`src/design/bpfa_pkg.sv`:
```
// shared types, constants and the breakpoint table for the battery percent block
// no dependencies
`default_nettype none

package bpfa_pkg;

    localparam int unsigned SAMPLE_W            = 12;
    localparam int unsigned MV_W                = 13;
    localparam int unsigned PCT_W               = 7;
    localparam int unsigned BP_TABLE_SIZE       = 16;
    localparam int unsigned BP_IDX_W            = 4;
    localparam int unsigned DEF_NUM_BREAKPOINTS = 11;

    // millivolt scaling: mv = (sample * 825) >> 9
    localparam int unsigned SCALE_W  = 10;
    localparam int unsigned PROD_W   = SAMPLE_W + SCALE_W;
    localparam int unsigned MV_SHIFT = 9;
    localparam logic [SCALE_W-1:0] MV_SCALE = 10'd825;

    // serial divider sizing
    localparam int unsigned DIVD_W = 16;
    localparam int unsigned QUO_W  = 4;
    localparam int unsigned STEP_W = 2;
    localparam int unsigned SH_W   = MV_W + QUO_W - 1;

    localparam int unsigned BASE_W = 8;
    localparam logic [PCT_W-1:0] PCT_MAX = 7'd100;
    localparam logic [PCT_W-1:0] PCT_MIN = 7'd0;

    localparam logic [MV_W-1:0] BP_FIRST_MV = 13'd3000;
    localparam logic [MV_W-1:0] BP_LAST_MV  = 13'd4150;

    typedef enum logic [1:0] {
        S_IDLE,
        S_SEARCH,
        S_DIV,
        S_DONE
    } t_state;

    typedef struct packed {
        logic              start;
        logic [DIVD_W-1:0] dividend;
        logic [MV_W-1:0]   divisor;
    } t_div_req;

    typedef struct packed {
        logic             done;
        logic [QUO_W-1:0] quotient;
    } t_div_rsp;

    // breakpoint voltages in mV; entries past the eleventh repeat the last one
    function automatic logic [MV_W-1:0] bp_mv(input logic [BP_IDX_W-1:0] idx);
        logic [MV_W-1:0] v;
        case (idx)
            4'd0:    v = BP_FIRST_MV;
            4'd1:    v = 13'd3650;
            4'd2:    v = 13'd3700;
            4'd3:    v = 13'd3740;
            4'd4:    v = 13'd3760;
            4'd5:    v = 13'd3795;
            4'd6:    v = 13'd3840;
            4'd7:    v = 13'd3910;
            4'd8:    v = 13'd3980;
            4'd9:    v = 13'd4070;
            default: v = BP_LAST_MV;
        endcase
        return v;
    endfunction

endpackage

`default_nettype wire

```
`src/design/bpfa_div.sv`:
```
// restoring serial divider, one quotient bit per cycle
// depends on bpfa_pkg
`default_nettype none

module bpfa_div
    import bpfa_pkg::*;
(
    input  wire logic     i_clk,
    input  wire logic     i_rst_n,
    input  wire t_div_req i_req,
    output t_div_rsp      o_rsp
);

    logic              r_busy;
    logic              r_done;
    logic [STEP_W-1:0] r_step;
    logic [DIVD_W-1:0] r_rem;
    logic [MV_W-1:0]   r_dvs;
    logic [QUO_W-1:0]  r_quo;

    logic [SH_W-1:0] dvs_sh;
    logic            trial_ok;

    // quotient is known to fit QUO_W bits, so the divisor starts shifted by QUO_W-1
    assign dvs_sh   = SH_W'(r_dvs) << r_step;
    // zero divisor yields a zero quotient
    assign trial_ok = (r_dvs != '0) && (DIVD_W'(r_rem) >= DIVD_W'(dvs_sh));

    always_ff @(posedge i_clk) begin
        if (!i_rst_n) begin
            r_busy <= 1'b0;
            r_done <= 1'b0;
        end else begin
            r_done <= 1'b0;
            if (i_req.start) begin
                r_busy <= 1'b1;
            end else if (r_busy && (r_step == '0)) begin
                r_busy <= 1'b0;
                r_done <= 1'b1;
            end
        end
    end

    always_ff @(posedge i_clk) begin
        if (i_req.start) begin
            r_step <= STEP_W'(QUO_W - 1);
            r_rem  <= i_req.dividend;
            r_dvs  <= i_req.divisor;
            r_quo  <= '0;
        end else if (r_busy) begin
            if (trial_ok) begin
                r_rem <= r_rem - DIVD_W'(dvs_sh);
            end
            r_quo[r_step] <= trial_ok;
            r_step        <= r_step - 1'b1;
        end
    end

    assign o_rsp.done     = r_done;
    assign o_rsp.quotient = r_quo;

endmodule

`default_nettype wire

```
`src/design/battery_percent_from_adc_unit.sv`:
```
// battery percent block: adc sample to millivolts and state of charge
// Input channel: i_in_valid / o_in_ready carry i_adc_sample (12 bits).
// Output channel: o_out_valid / i_out_ready carry o_battery_mv and
// o_charge_percent, one result transaction per input transaction.
// Flow: the millivolt product is taken at input accept, then the sequencer
// walks the breakpoint table one compare per cycle until the first
// breakpoint above the voltage (or the last one); for a voltage between
// two breakpoints the serial divider forms the interpolation quotient.
// Throughput: one transaction at a time; o_in_ready is high only while the
// sequencer is idle, so a new transaction follows the previous result.
// The result sits in an output register, so a new input is taken while it
// waits; if the receiver still stalls when the next result is ready, the
// sequencer holds it until the register frees.
// Reset: synchronous, active low; clears the sequencer and o_out_valid.
// Depends on bpfa_pkg and bpfa_div.
`default_nettype none

module battery_percent_from_adc_unit
    import bpfa_pkg::*;
#(
    parameter int unsigned NUM_BREAKPOINTS = DEF_NUM_BREAKPOINTS
) (
    input  wire logic                i_clk,
    input  wire logic                i_rst_n,
    input  wire logic                i_in_valid,
    output logic                     o_in_ready,
    input  wire logic [SAMPLE_W-1:0] i_adc_sample,
    output logic                     o_out_valid,
    input  wire logic                i_out_ready,
    output logic [MV_W-1:0]          o_battery_mv,
    output logic [PCT_W-1:0]         o_charge_percent
);

    localparam int unsigned IDX_W = $clog2(NUM_BREAKPOINTS);
    localparam logic [IDX_W-1:0] LAST_IDX = IDX_W'(NUM_BREAKPOINTS - 1);

    t_state           r_state, n_state;
    logic [IDX_W-1:0] r_idx, n_idx;
    logic [MV_W-1:0]  r_mv, n_mv;
    logic [PCT_W-1:0] r_pct, n_pct;
    logic             r_out_valid, n_out_valid;
    logic [MV_W-1:0]  r_out_mv, n_out_mv;
    logic [PCT_W-1:0] r_out_pct, n_out_pct;

    logic [PROD_W-1:0] prod;
    logic [MV_W-1:0]   hi, lo, diff, span;
    logic              below;
    logic [BASE_W-1:0] base, quo_ext, pct_raw;
    logic [PCT_W-1:0]  pct_calc;
    logic              in_acc;

    t_div_req div_req;
    t_div_rsp div_rsp;

    bpfa_div u_div (
        .i_clk   (i_clk),
        .i_rst_n (i_rst_n),
        .i_req   (div_req),
        .o_rsp   (div_rsp)
    );

    assign in_acc = i_in_valid && o_in_ready;
    assign prod   = PROD_W'(i_adc_sample) * PROD_W'(MV_SCALE);

    // the shared compare against the current breakpoint
    assign hi    = bp_mv(BP_IDX_W'(r_idx));
    assign lo    = bp_mv(BP_IDX_W'(r_idx - 1'b1));
    assign below = r_mv < hi;
    assign diff  = hi - r_mv;
    assign span  = (hi > lo) ? (hi - lo) : '0;

    // base = idx * 10, then subtract the quotient and clamp
    assign base     = (BASE_W'(r_idx) << 3) + (BASE_W'(r_idx) << 1);
    assign quo_ext  = BASE_W'(div_rsp.quotient);
    assign pct_raw  = (base > quo_ext) ? (base - quo_ext) : '0;
    assign pct_calc = (pct_raw > BASE_W'(PCT_MAX)) ? PCT_MAX : pct_raw[PCT_W-1:0];

    always_comb begin
        n_state          = r_state;
        n_idx            = r_idx;
        n_mv             = r_mv;
        n_pct            = r_pct;
        n_out_valid      = r_out_valid && !i_out_ready;
        n_out_mv         = r_out_mv;
        n_out_pct        = r_out_pct;
        div_req.start    = 1'b0;
        div_req.dividend = (DIVD_W'(diff) << 3) + (DIVD_W'(diff) << 1);
        div_req.divisor  = span;
        unique case (r_state)
            S_IDLE: begin
                if (in_acc) begin
                    n_mv    = prod[MV_SHIFT +: MV_W];
                    n_idx   = '0;
                    n_state = S_SEARCH;
                end
            end
            S_SEARCH: begin
                if (below) begin
                    if (r_idx == '0) begin
                        n_pct   = PCT_MIN;
                        n_state = S_DONE;
                    end else begin
                        div_req.start = 1'b1;
                        n_state       = S_DIV;
                    end
                end else if (r_idx == LAST_IDX) begin
                    n_pct   = PCT_MAX;
                    n_state = S_DONE;
                end else begin
                    n_idx = r_idx + 1'b1;
                end
            end
            S_DIV: begin
                if (div_rsp.done) begin
                    n_pct   = pct_calc;
                    n_state = S_DONE;
                end
            end
            S_DONE: begin
                // wait for the output register to be free
                if (!r_out_valid || i_out_ready) begin
                    n_out_valid = 1'b1;
                    n_out_mv    = r_mv;
                    n_out_pct   = r_pct;
                    n_state     = S_IDLE;
                end
            end
            default: n_state = S_IDLE;
        endcase
    end

    always_ff @(posedge i_clk) begin
        if (!i_rst_n) begin
            r_state     <= S_IDLE;
            r_out_valid <= 1'b0;
        end else begin
            r_state     <= n_state;
            r_out_valid <= n_out_valid;
        end
    end

    always_ff @(posedge i_clk) begin
        r_idx     <= n_idx;
        r_mv      <= n_mv;
        r_pct     <= n_pct;
        r_out_mv  <= n_out_mv;
        r_out_pct <= n_out_pct;
    end

    assign o_in_ready       = (r_state == S_IDLE);
    assign o_out_valid      = r_out_valid;
    assign o_battery_mv     = r_out_mv;
    assign o_charge_percent = r_out_pct;

endmodule

`default_nettype wire

```
`config.mk`:
```
export PLATFORM = sky130hd
export DESIGN_NAME = battery_percent_from_adc_unit
export DESIGN_NICKNAME = d
export VERILOG_FILES = /design/src/design/bpfa_pkg.sv /design/src/design/bpfa_div.sv /design/src/design/battery_percent_from_adc_unit.sv
export SDC_FILE = /design/constraint.sdc
export NUM_CORES = 1
export LEC_CHECK = 0
export BUFFER_PORTS_ARGS = -buffer_cell sky130_fd_sc_hd__buf_2
export CAP_MARGIN = 10
export CORE_UTILIZATION = 40
export CTS_CLUSTER_DIAMETER = 150
export DETAILED_ROUTE_END_ITERATION = 10
export GPL_ROUTABILITY_DRIVEN = 0
export GPL_TIMING_DRIVEN = 0
export PLACE_DENSITY_LB_ADDON = 0.08
export SLEW_MARGIN = 10
export SYNTH_ARGS = -nofsm -noshare
export SYNTH_HDL_FRONTEND = slang
export SYNTH_SLANG_ARGS = --single-unit
```
`constraint.sdc`:
```
create_clock -name i_clk -period 8.65 [get_ports i_clk]
set_input_delay 1.2975 -clock i_clk [delete_from_list [all_inputs] [get_ports i_clk]]
set_output_delay 1.2975 -clock i_clk [all_outputs]
set_load 0.005 [all_outputs]
```
==> results.json <==
{
  "fmax_ghz": 0.183,
  "post-dp-hpwl_um": 18300,
  "use_met3_pct": 2.31,
  "syn_area_mm2": 0.00950,
  "async_flop_share_pct": 0,
  "use_met2_pct": 34.7,
  "path_cells": "buf_2 > ha_1 > xor2_1 > ha_1 > fa_1 > fa_1 > inv_1 > fa_1 > inv_1 > ha_1 > a21oi_1 > o21ai_0 > a41o_1 > a221o_1 > a41oi_2 > a21boi_1 > xor2_1",
  "cts_buffer_depth": 2,
  "cts_setup_buffers": 0,
  "hold_viol": 0,
  "met1_usage_pct": 25.3,
  "setup_viol": 0,
  "synth_top_flop_cell": "edfxtp_1",
  "cp.required_ns": 8.75,
  "hp-start": "r_mv[9]",
  "grt_pass1_wl_um": 37100,
  "first_global_vias": 7139,
  "initial_core_util_pct": 40.6,
  "status": "finished clean",
  "synth_cell_types": 86,
  "synth_xor_area_share_pct": 5.16,
  "viasPerCell": 5.18,
  "worst_r2r_startpoint": "r_idx[0]",
  "dr.pass1.iters": 5,
  "final_cell_mix": "ha_1 (151), inv_1 (98), edfxtp_1 (73), nor2_1 (67), nand2_1 (60)",
  "routed_wl_um": 22500,
  "drc_errors": 0,
  "grt_overflow": 0,
  "max_slew_margin_pct": 27.4,
  "final_common_cell": "ha_1",
  "fin_nets": 1254,
  "startpoint": "i_adc_sample[1]",
  "grt.total_usage_pct": 19.6,
  "yosysSeqAreaShare_pct": 27.9,
  "busiest_layer": "met2",
  "worstMarginPinSlew_ns": 1.08,
  "detail_route.iter0.violations": 343,
  "drtAntennaViolNets": 0,
  "fp.dieW_um": 156,
  "ys_ff_latch": 96,
  "synth_cells": 1004,
  "cpPeakStageDelay_ns": 0.54,
  "synthAdderAreaFrac_pct": 27.0,
  "antenna_found_initial": 1,
  "pin_count": 38,
  "critPathLaunchType": "input port",
  "cts-resized-gates": 0,
  "layout_min_cycle_time_ns": 5.46,
  "hold_buffers": 0,
  "synth_compound_area_share_pct": 17.2,
  "routed-via-count": 7134,
  "n_antenna_cell": 0,
  "avgSynthCellArea_um2": 9.47,
  "synthSimpleGateAreaFrac_pct": 14.7,
  "htreeDepth": 3,
  "cts-root-buf": "clkbuf_16",
  "area_growth_pct": 9.70,
  "io_buffers": 37,
  "tritoncts": "done",
  "min_path_type": "register to register",
  "avgRoutedWirePerCell_um": 16.4,
  "crit_type": "input port to register",
  "cp_data_arrival_time_ns": 5.56,
  "synthMuxAreaShare_pct": 2.58,
  "syn_nets": 1205,
  "coreArea_mm2": 0.0234,
  "critPathMaxFanout": 4,
  "rows": 56,
  "synth_enable_flop_cells": 73,
  "synth_top_family_by_area": "adder cells",
  "multi_input_area_mm2": 0.00634,
  "regArea_mm2": 0.00265,
  "cts_num_sinks": 96,
  "die_area_mm2": 0.0244,
  "ys.warnings.count": 0,
  "die_h_um": 156,
  "maxSlewViolCount": 0,
  "finalCritPeriodShare_pct": 63.2,
  "end_kind": "register",
  "clk_pin_slew_ns": 0.06,
  "setup-tns-final_ns": 0,
  "numCtsBuffers": 9,
  "cap_viol_max_count": 0,
  "fin_skew_ns": 0.0120,
  "crit_slowest_cell": "fa_1",
  "clk_latency_ns": 0.36,
  "rsz0062_at_grt": "no",
  "fillers": 2342,
  "grt_max_degree": 23,
  "drive_above_1_share_pct": 9.74
}
==> stage by stage <==
stage	std cells	util [%]	hold WS, ns	area [um2]	setup WS, ns
5_1_grt	1377	44.5	0.453	10400	3.00
4_1_cts	1377	44.5	0.445	10400	3.15
6_report	1377	44.5	0.449	10400	3.19
3_3_place_gp	1360	43.1	0.427	10100	2.77
2_1_floorplan	1004	-	0.400	9500	3.15
3_5_place_dp	1361	43.2	0.414	10100	2.78
==> kinds of logic after synthesis <==
| family | Yosys count |
|---|---|
| buffers and inverters | 128 |
| xor gates and xnor gates | 56 |
| AOI/OAI and AO/OA | 238 |
| adders and majority gates | 185 |
| and+or+nand+nor | 280 |
| DFF | 96 |
| muxes | 21 |
==> synth_stat cells, drive strengths merged (4+ instances only) <==
master   count  share of area, %
a211o        4              0.38
a211oi      11              0.92
a21boi      10              0.79
a21o        11              0.87
a21oi       58               3.1
a31oi        9              0.59
and2         8              0.53
and3         5              0.33
buf         17               1.0
clkbuf      10              0.41
dfxtp       23               4.8
edfxtp      73                23
fa          34               7.2
ha         151                20
inv        100               4.0
mux2         8              0.95
mux2i       12               1.4
nand2       62               2.6
nand2b      12              0.79
nand3       22               1.2
nand4       12              0.79
nor2        67               2.6
nor2b       21               1.5
nor3        40               2.1
nor4        11              0.79
o2111ai      7              0.71
o211ai       7              0.61
o21a        18               1.4
o21ai       52               2.8
o21bai       6              0.47
o31ai        8              0.68
or2          4              0.26
or3          8              0.53
xnor2       31               2.9
xor2        25               2.3
==> critical path: cells and delay by family <==
kind	cells	cell delay, ns
compound gates	6	1.21
xor+xnor	2	0.33
fa+ha+maj	6	2.51
buf+inv	3	0.22
==> flip-flops by register name, summed over array words and instances, names as in the netlist <==
signal,cells
r_idx,4
o_out_valid,1
r_pct,7
u_div.r_rem,16
u_div.r_quo,4
o_battery_mv,13
u_div.r_done,1
r_mv,13
u_div.r_busy,1
r_state,2
hi,12
o_charge_percent,7
u_div.r_dvs,13
u_div.r_step,2
==> area by class of cell <==
class / instances / area share (%)
timing repair buffer: 38 / 2.04
sequential: 96 / 25.4
clock inverter: 4 / 0.492
buffer: 27 / 1.30
tap: 319 / 3.83
multi-input combinational: 780 / 60.8
inverter: 101 / 3.66
clock buffer: 12 / 2.46
==> worst paths after layout <==
path                            cells after the start               to  slack (ns)
worst min-delay path                                0  o_battery_mv[9]        0.45
worst max-delay path                               17         r_mv[11]        3.19
worst max register to register                     17   u_div.r_dvs[9]        3.76
worst min register to register                      0  o_battery_mv[9]        0.45
==> layer usage <==
metal | wire length [um] | vias to the layer above
met3 | 420 | 21
met2 | 11000 | 87
met1 | 10800 | 3293
met4 | 321 | 0
met5 | 0 | -
li1 | - | 3733
Power is not shown: default switching activity piles up to over one toggle a cycle in this logic, so the estimate is an artifact.
